## src/rtl/can_frame_change_filter_assert.svh

```systemverilog
// assertion macros used by the can frame change filter datapath
// no dependencies; included inside module bodies after the logic
`ifndef CAN_FRAME_CHANGE_FILTER_ASSERT_SVH
`define CAN_FRAME_CHANGE_FILTER_ASSERT_SVH

// same-cycle implication, checked while out of reset
`define CFCF_ASSERT_IMP(label, clk, rst_n, ante, cons) \
    label: assert property (@(posedge clk) disable iff (!rst_n) (ante) |-> (cons)) \
        else $error("cfcf assertion failed");

// next-cycle implication, checked while out of reset
`define CFCF_ASSERT_NXT(label, clk, rst_n, ante, cons) \
    label: assert property (@(posedge clk) disable iff (!rst_n) (ante) |=> (cons)) \
        else $error("cfcf assertion failed");

`endif

```

## src/rtl/cfcf_pkg.sv

```systemverilog
// types and constants for the can frame change filter
// no dependencies; compiled first
package cfcf_pkg;

    localparam int ID_W          = 29;
    localparam int LEN_W         = 4;
    localparam int PAYLOAD_BYTES = 8;
    localparam int DATA_W        = 8 * PAYLOAD_BYTES;
    localparam int MASK_W        = PAYLOAD_BYTES;
    localparam int TRACK_W       = 7;
    localparam logic [TRACK_W-1:0] TRACK_MAX = 7'd127;
    localparam logic [LEN_W-1:0]   CMP_LEN_MAX = 4'd8;

    // one frame as received, also the layout of a table slot
    typedef struct packed {
        logic [ID_W-1:0]   frame_id;
        logic [LEN_W-1:0]  frame_length;
        logic [DATA_W-1:0] frame_bytes;
    } t_frame;

    // one emitted result
    typedef struct packed {
        logic [ID_W-1:0]    out_id;
        logic [LEN_W-1:0]   out_length;
        logic [DATA_W-1:0]  out_bytes;
        logic               first_seen;
        logic [MASK_W-1:0]  byte_changed_mask;
        logic               length_changed;
        logic [LEN_W-1:0]   old_length;
        logic               table_full;
        logic [TRACK_W-1:0] ids_tracked;
    } t_result;

    // controller states
    typedef enum logic [1:0] {
        S_IDLE,
        S_SCAN,
        S_EVAL,
        S_COMMIT
    } t_state;

    // controller to datapath
    typedef struct packed {
        logic load;
        logic scan;
        logic eval;
        logic commit;
    } t_cmd;

    // datapath to controller
    typedef struct packed {
        logic hit;
        logic miss;
        logic pass;
        logic out_free;
    } t_stat;

endpackage

```

## src/rtl/cfcf_ctrl.sv

```systemverilog
// sequencer of the filter: accept, scan the slot table, evaluate, commit
// depends on cfcf_pkg
module cfcf_ctrl (
    input  logic            i_clk,
    input  logic            i_rst_n,
    input  logic            i_in_valid,
    output logic            o_in_ready,
    output cfcf_pkg::t_cmd  o_cmd,
    input  cfcf_pkg::t_stat i_stat
);
    import cfcf_pkg::*;

    t_state r_state;
    t_state n_state;
    logic   commit_ok;

    // a dropped frame commits at once, a passing one waits for the output register
    assign commit_ok = !i_stat.pass || i_stat.out_free;

    // state register
    always_ff @(posedge i_clk) begin
        if (!i_rst_n) begin
            r_state <= S_IDLE;
        end else begin
            r_state <= n_state;
        end
    end

    // next state
    always_comb begin
        n_state = r_state;
        case (r_state)
            S_IDLE: begin
                if (i_in_valid) n_state = S_SCAN;
            end
            S_SCAN: begin
                if (i_stat.hit || i_stat.miss) n_state = S_EVAL;
            end
            S_EVAL: begin
                n_state = S_COMMIT;
            end
            S_COMMIT: begin
                if (commit_ok) n_state = S_IDLE;
            end
            default: begin
                n_state = S_IDLE;
            end
        endcase
    end

    // outputs
    always_comb begin
        o_in_ready = 1'b0;
        o_cmd      = '0;
        case (r_state)
            S_IDLE: begin
                o_in_ready = 1'b1;
                o_cmd.load = i_in_valid;
            end
            S_SCAN: begin
                o_cmd.scan = 1'b1;
            end
            S_EVAL: begin
                o_cmd.eval = 1'b1;
            end
            S_COMMIT: begin
                o_cmd.commit = commit_ok;
            end
            default: begin
                o_in_ready = 1'b0;
            end
        endcase
    end

endmodule

```

## config.mk

```make
export PLATFORM = sky130hd
export DESIGN_NAME = cfcf_ctrl
export DESIGN_NICKNAME = d
export VERILOG_FILES = /design/src/rtl/can_frame_change_filter_assert.svh /design/src/rtl/cfcf_pkg.sv /design/src/rtl/cfcf_ctrl.sv
export SDC_FILE = /design/constraint.sdc
export NUM_CORES = 1
export LEC_CHECK = 0
export BUFFER_PORTS_ARGS = -buffer_cell sky130_fd_sc_hd__buf_2
export CAP_MARGIN = 20
export CORE_AREA = 2 2 39 41
export DETAILED_ROUTE_END_ITERATION = 8
export DIE_AREA = 0 0 41 43
export PLACE_DENSITY = 0.36
export SLEW_MARGIN = 40
export SYNTH_ARGS = -nofsm -noshare
export SYNTH_HDL_FRONTEND = slang
export SYNTH_SLANG_ARGS = --single-unit
```

## constraint.sdc

```tcl
create_clock -name i_clk -period 1.35 [get_ports i_clk]
set_input_delay 0.135 -clock i_clk [delete_from_list [all_inputs] [get_ports i_clk]]
set_output_delay 0.135 -clock i_clk [all_outputs]
set_load 0.01 [all_outputs]
```

Word-level counts from Yosys, hierarchy flattened

Index checks and enable logic that the tools add are counted.

Flip-flop bits (word level): 2
Input bits: 7
Output and inout port bits: 5
Word-level logic and storage cells: 21

Eq/ne operators: 6
Mux-type cells: 9
Reductions and logical operators: 5

Operators by type and width:

| operator           | number |
|---|---|
| $pmux 2 s4         | 1 |
| $mux 2             | 3 |
| $ne 2x2->1 const B | 3 |
| $mux 1             | 5 |
| $eq 2x2->1 const B | 2 |
| $reduce_and 3->1   | 1 |
| $eq 2x1->1 const B | 1 |
| $logic_not 2->1    | 1 |
| $logic_or 1x1->1   | 2 |
| $logic_not 1->1    | 1 |

Depth between registers and ports, before layout

Gate-level depths: netlist of run 1.

Depth after elaboration: 4
Depth in mapped cells: 5
Gate-level depth less buffers: 5

Worst setup path before layout of run 1

OpenSTA, ideal clock, no wires.

Path type: reg-to-reg
Start point: reg r_state[0]
End point: reg r_state[0]
Arrival: 1.256 ns
Setup slack: 0.035 ns
Cell stages (with the launch flop): 6
Path buffers: 0
Cell sequence: dfxtp_1 inv_1 ha_1 and2b_1 a221oi_4 o221a_2

Word-level cells in the longest chain between the ends: 3

RTL lines:

| what                                     | RTL line        | text |
|---|---|---|
| from (decl)                              | cfcf_ctrl.sv:13 | `t_state r_state;` |
| from (signal assigned)                   | cfcf_ctrl.sv:25 | `r_state <= n_state;` |
| $eq 2x1->1, or another cell as far along | cfcf_ctrl.sv:32 | `case (r_state)` |
| $ne 2x2->1 (no line)                     | --              |  |
| $reduce_and 3->1 (no line)               | --              |  |

Parallel ways exist; a longest one is shown, timed or not.
A chain may end at the register's enable or synchronous reset.

==> results of run 1 <==
## layer usage
layer | vias up | track usage | share of wire | wire length [µm]
met5 | - | 0 | 0 | 0
met4 | 0 | 0.0400 | 0 | 0
li1 | 101 | - | - | -
met3 | 0 | 0.0628 | 0.12 | 57
met1 | 92 | 0.0607 | 0.36 | 167
met2 | 11 | 0.109 | 0.52 | 239
## cell usage in the layout, fill, tap and decap left out
| master | count |
|---|---|
| and2b_1 | 1 |
| or2_2 | 1 |
| dfxtp_1 | 2 |
| ha_1 | 2 |
| nand2_1 | 2 |
| o221a_2 | 1 |
| ha_4 | 1 |
| mux2i_1 | 1 |
| nor2_1 | 1 |
| inv_1 | 2 |
| buf_2 | 11 |
| and2_1 | 1 |
| a221oi_4 | 1 |
| nor2b_4 | 1 |
| and2b_2 | 1 |
| buf_4 | 2 |
| clkbuf_4 | 3 |
| ha_2 | 1 |
| a22o_2 | 1 |
## worst paths after layout
| check | from | slack (ps) | to | depth (start not counted) |
|---|---|---|---|---|
| worst max-delay path | r_state[0]$_SDFFE_PN0P_ | 60 | o_cmd[0] | 4 |
| worst min-delay path | i_rst_n | 180 | r_state[0]$_SDFFE_PN0P_ | 2 |
| worst max register to register | r_state[0]$_SDFFE_PN0P_ | 90 | r_state[0]$_SDFFE_PN0P_ | 4 |
| worst min register to register | r_state[1]$_SDFFE_PN0P_ | 600 | r_state[1]$_SDFFE_PN0P_ | 3 |
## cell type report
| cell class | instances | area [µm²] | share of cell area |
|---|---|---|---|
| Clock buffer | 3 | 22.5 | 0.0669 |
| Timing Repair Buffer | 13 | 70.1 | 0.208 |
| Sequential cell | 2 | 40.0 | 0.119 |
| Multi-Input combinational cell | 16 | 176 | 0.524 |
| Inverter | 2 | 7.51 | 0.0223 |
| Tap cell | 16 | 20.0 | 0.0595 |
## cell families (layout without fill, tap and decap cells)
family                   Yosys count  in the layout  synth area share
multiplexers                       1              1            0.0479
AO/OA/AOI/OAI                      3              3             0.228
flip-flops                         2              2             0.192
adder cells (fa/ha/maj)            4              4             0.240
AND/OR/NAND/NOR                    8              8             0.258
buffers and inverters              2             18            0.0359
## power by group
part           internal (W)  switching, W  total [W]
combinational      0.000214      0.000201   0.000415
clock             0.0000981     0.0000348   0.000133
sequential        0.0000877     0.0000136   0.000101
## stage by stage
stage	setup WS (ps)	util	power, W
6_report	62.8	0.243	0.000649
5_1_grt	1.33	0.243	0.000722
2_1_floorplan	35.2	-	0.000365
3_3_place_gp	76.2	0.216	0.000506
4_1_cts	6.08	0.234	0.000646
3_5_place_dp	57.2	0.216	0.000506
## worst reg2reg max path, stage by stage (launching register included)
cell and delay (ps):
dfxtp_1 300, buf_4 150, ha_1 240, a22o_2 240
o221a_2 220
## timing repair
| action | in CTS | in global routing |
|---|---|---|
| setup endpoints to repair | 1 | 3 |
| pin swaps | 0 | 1 |
| gates resized for setup | 1 | 2 |
==> results.toml, run 1 <==
[run_status]
status = "complete, no violations"

[cts]
hold_buffers = 0
htree_levels = 1
cts_buffers = 3
cts_sinks = 2
clkTransAtPathRegs_ps = 30
cts_setup_buffers = 0
clock_path_buffers = 2
cts_tree = "done"
clk_latency_ps = 230
clockRootBuffer = "clkbuf_4"

[cells_and_area]
largest_reg_flops = 2
top_regs = "r_state x2"
diodes = 0
stdcell_area_um2 = 337
fillCellCount = 156
final_net_count = 49
drive_gt1_frac = 0.667
instances_no_fill = 52
area_delta_synth_final_pct = 61.1
regMostFlops = "r_state"

[routing]
routedWlPerCell_um = 8.92
vias = 204
drt_iter0_drc = 3
drtPass1Iterations = 2
post_drt_via_cell_ratio = 3.92
drtAntennaViolNets = 0
drc = 0
wl_um = 464

[global_routing]
grt_overflow_total = 0
track_usage = 0.0721
grt_pass1_wl_um = 807
first_global_vias = 226
grt_start_max_net_pins = 5
grt_antenna_before_repair = 0

[placement]
gp_congestion = 0.750
hpwl_um = 417
io_buffers = 11
dp.cells = 49
placed_cell_area_um2 = 299

[synth]
yosys-top-cells-area = "ha_1 24%, dfxtp_1 19%, a221oi_4 13%"
ys_seq_elements = 2
synth_top_area_share = 0.240
synthTopCellsByCount = "4 x ha_1, 2 x dfxtp_1, 2 x inv_1, 2 x nand2_1"
ys_seq_area_frac = 0.192
yosysTopAreaCell = "ha_1"
synth_edf_count = 0
netlist_instances = 20
synthDistinctLibCells = 14
async_flop_share = 0
syn_nets = 31
yosys_warnings = 0
synth.avg_cell_area_um2 = 10.4
ys.flop_type = "dfxtp_1"
synth.most_common_cell = "ha_1"
syn_area_um2 = 209

[floorplan]
pin_count = 12
die_y_um = 43
core-area_mm2 = 0.00138
dieWidth_um = 41
fp-row-count = 14
start_util = 0.151
dieArea_mm2 = 0.00176

[min_path]
hold_class = "in -> reg"

[sta]
worstMarginPinSlew_ps = 257
hold_viol = 0
period_minus_slack_ps = 1290
max_freq_mhz = 777
whs_ps = 183
drv_slew = 0
finalSetupViolCount = 0
skew_ps = 2.33
fin_setup_tns_ps = 0
finalCritPeriodShare = 0.953
grt_setup_unrepaired = "no"
slew-limit-headroom = 0.828

[critical_path]
critPathCaptureType = "output pin"
path_cells = "buf_4, ha_4, and2b_2, buf_2"
worst-path-max-fanout = 3
slowest_delay_ps = 300
critPathKind = "reg -> out"
crit_family = "flip-flops"
crit_path_start_kind = "flop"
cp_num_buf_inv = 2
cp_slowest_cell = "dfxtp_1"
worstPathArrival_ps = 1150
crit_required_ps = 1220

[flow_run]
max-cap-violations = 0

[power]
peakVddDrop_mv = 0.649
power.density_mw_per_mm2 = 1930
p_leak_nw = 0.168
(Power assumes the default switching activity.)
==> run 2, diff against run 1 <==
- CORE_AREA: 2 2 39 41 -> 10 10 47 49
- DIE_AREA: 0 0 41 43 -> 0 0 57 59
- REMOVE_ABC_BUFFERS: not set -> 1
==> run 2 against run 1 <==
Effect of this change: flip-flop and latch count unchanged; critical path depth stayed put; sequential share of layout area is 0.65 points higher; clock skew rose by 1.5 ps; power fell by 0.30%; sequential power rose by 15%; die area increased by 91%; via count is 3.9% lower; global-route usage down 4.2 points; first-iteration DRC count did not move; register-to-register slack about the same; wire length rose by 13%; critical path type unchanged; critical endpoint unchanged; largest power group unchanged.
==> results.toml, run 2 (synthesis results as in run 1) <==
[run_status]
status = "complete, no violations"

[cells_and_area]
final_net_count = 49
drive_gt1_frac = 0.750
multi_input_comb_area_um2 = 168
instances_no_fill = 52
final_common_cell = "buf_2"
area_delta_synth_final_pct = 57.5
final_cell_mix = "11 x buf_2, 3 x clkbuf_4"
diodes = 0
fillCellCount = 164
top_regs = "r_state x2"
largest_reg_flops = 2
regMostFlops = "r_state"
seq_area_um2 = 41.3

[power]
power.density_mw_per_mm2 = 1970
internal-power_w = 0.000402
p_seq_frac = 0.179
peakVddDrop_mv = 0.739
p_comb_frac = 0.623
pwr-share-clk = 0.198
switching_share = 0.379
p_leak_nw = 0.167
switchingPower_w = 0.000245
power_w = 0.000647

[min_path]
hold_start = "i_rst_n"
hold_class = "in -> reg"

[sta]
hold_viol = 0
slew-limit-headroom = 0.830
drv_slew = 0
fin_ws_ps = 40.2
max_freq_mhz = 763
period_minus_slack_ps = 1310
grt_setup_unrepaired = "no"
finalSetupViolCount = 0
skew_ps = 3.78
worstMarginPinSlew_ps = 254
finalCritPeriodShare = 0.970

[floorplan]
die_y_um = 59
start_util = 0.149
fp-row-count = 14
dieWidth_um = 57
core-area_mm2 = 0.00140
dieArea_mm2 = 0.00336
pin_count = 12

[global_routing]
first_global_vias = 178
met3_usage = 0.0193
grt_start_max_net_pins = 5
met1_usage = 0.0331
grt_antenna_before_repair = 0
grt_pass1_wl_um = 772
track_usage = 0.0298
use_met2 = 0.0403
grt_overflow_total = 0
busiest_layer = "met2"

[routing]
drtPass1Iterations = 4
drtAntennaViolNets = 0
post_drt_via_cell_ratio = 3.77
drt_iter0_drc = 3
vias = 196
wl_um = 522
drc = 0
routedWlPerCell_um = 10.0

[critical_path]
r2r_start = "r_state[1]$_SDFFE_PN0P_"
worst-path-max-fanout = 3
startpoint = "r_state[0]$_SDFFE_PN0P_"
crit_required_ps = 1220
worstPathArrival_ps = 1170
critPathCaptureType = "output pin"
critPathKind = "reg -> out"
crit_path_start_kind = "flop"

[cts]
clock_path_buffers = 2
htree_levels = 1
clkTransAtPathRegs_ps = 30
clockRootBuffer = "clkbuf_4"
hold_buffers = 0
cts_buffers = 3
cts_tree = "done"
cts_sinks = 2
clk_latency_ps = 220

[placement]
place_ws_ps = -6.84
dp.cells = 48
gp_congestion = 0.683
io_buffers = 11

[flow_run]
max-cap-violations = 0
==> run 2: power groups by stage <==
| stage | Clock (W) | Sequential [W] | Combinational, W |
|---|---|---|---|
| 4_1_cts | 0.000135 | 0.000114 | 0.000385 |
| 2_1_floorplan | 0 | 0.000111 | 0.000255 |
| 6_report | 0.000128 | 0.000116 | 0.000403 |
| 3_3_place_gp | 0 | 0.000108 | 0.000377 |
| 3_5_place_dp | 0 | 0.000111 | 0.000383 |
| 5_1_grt | 0.000141 | 0.000119 | 0.000453 |
==> run 2: timing repair <==
| action | 4_1_cts | 5_1_grt |
|---|---|---|
| endpoints found under the setup margin | 3 | 2 |
| gates resized for setup | 2 | 3 |
| setup buffers | 0 | 1 |
| pin swaps | 0 | 1 |
==> run 2: layout make-up <==
| class | count | share of cell area |
|---|---|---|
| timing repair buffer | 13 | 0.213 |
| clock buffer | 3 | 0.0684 |
| tap | 16 | 0.0608 |
| multi-input combinational | 16 | 0.510 |
| sequential | 2 | 0.125 |
| inverter | 2 | 0.0228 |
==> run 2: through the flow <==
step | TNS, ps | hold slack, ps | utilization | area (µm²)
2_1_floorplan | 0 | 281 | - | 209
3_3_place_gp | 0 | 415 | 0.208 | 292
3_5_place_dp | -6.84 | 422 | 0.208 | 292
4_1_cts | 0 | 186 | 0.227 | 318
5_1_grt | 0 | 187 | 0.235 | 329
6_report | 0 | 191 | 0.235 | 329
==> run 2: path summary, 6_finish.rpt <==
check                            endpoint  slack (ps)  cells past startpoint
hold reg to reg   r_state[1]$_SDFFE_PN0P_         490                      2
hold / removal    r_state[1]$_SDFFE_PN0P_         190                      3
setup reg to reg  r_state[1]$_SDFFE_PN0P_          80                      5
setup / recovery                 o_cmd[0]          40                      4
==> run 2: routing by layer <==
layer	wire (µm)	up-vias
met2	217	8
met3	57	0
met5	0	-
met4	0	0
li1	-	104
met1	247	84
==> run 2: worst max-delay path, cell delays in order (launching register included) <==
cell,delay [ps]
dfxtp_1,300
buf_4,140
ha_2,200
and2b_2,190
buf_2,130
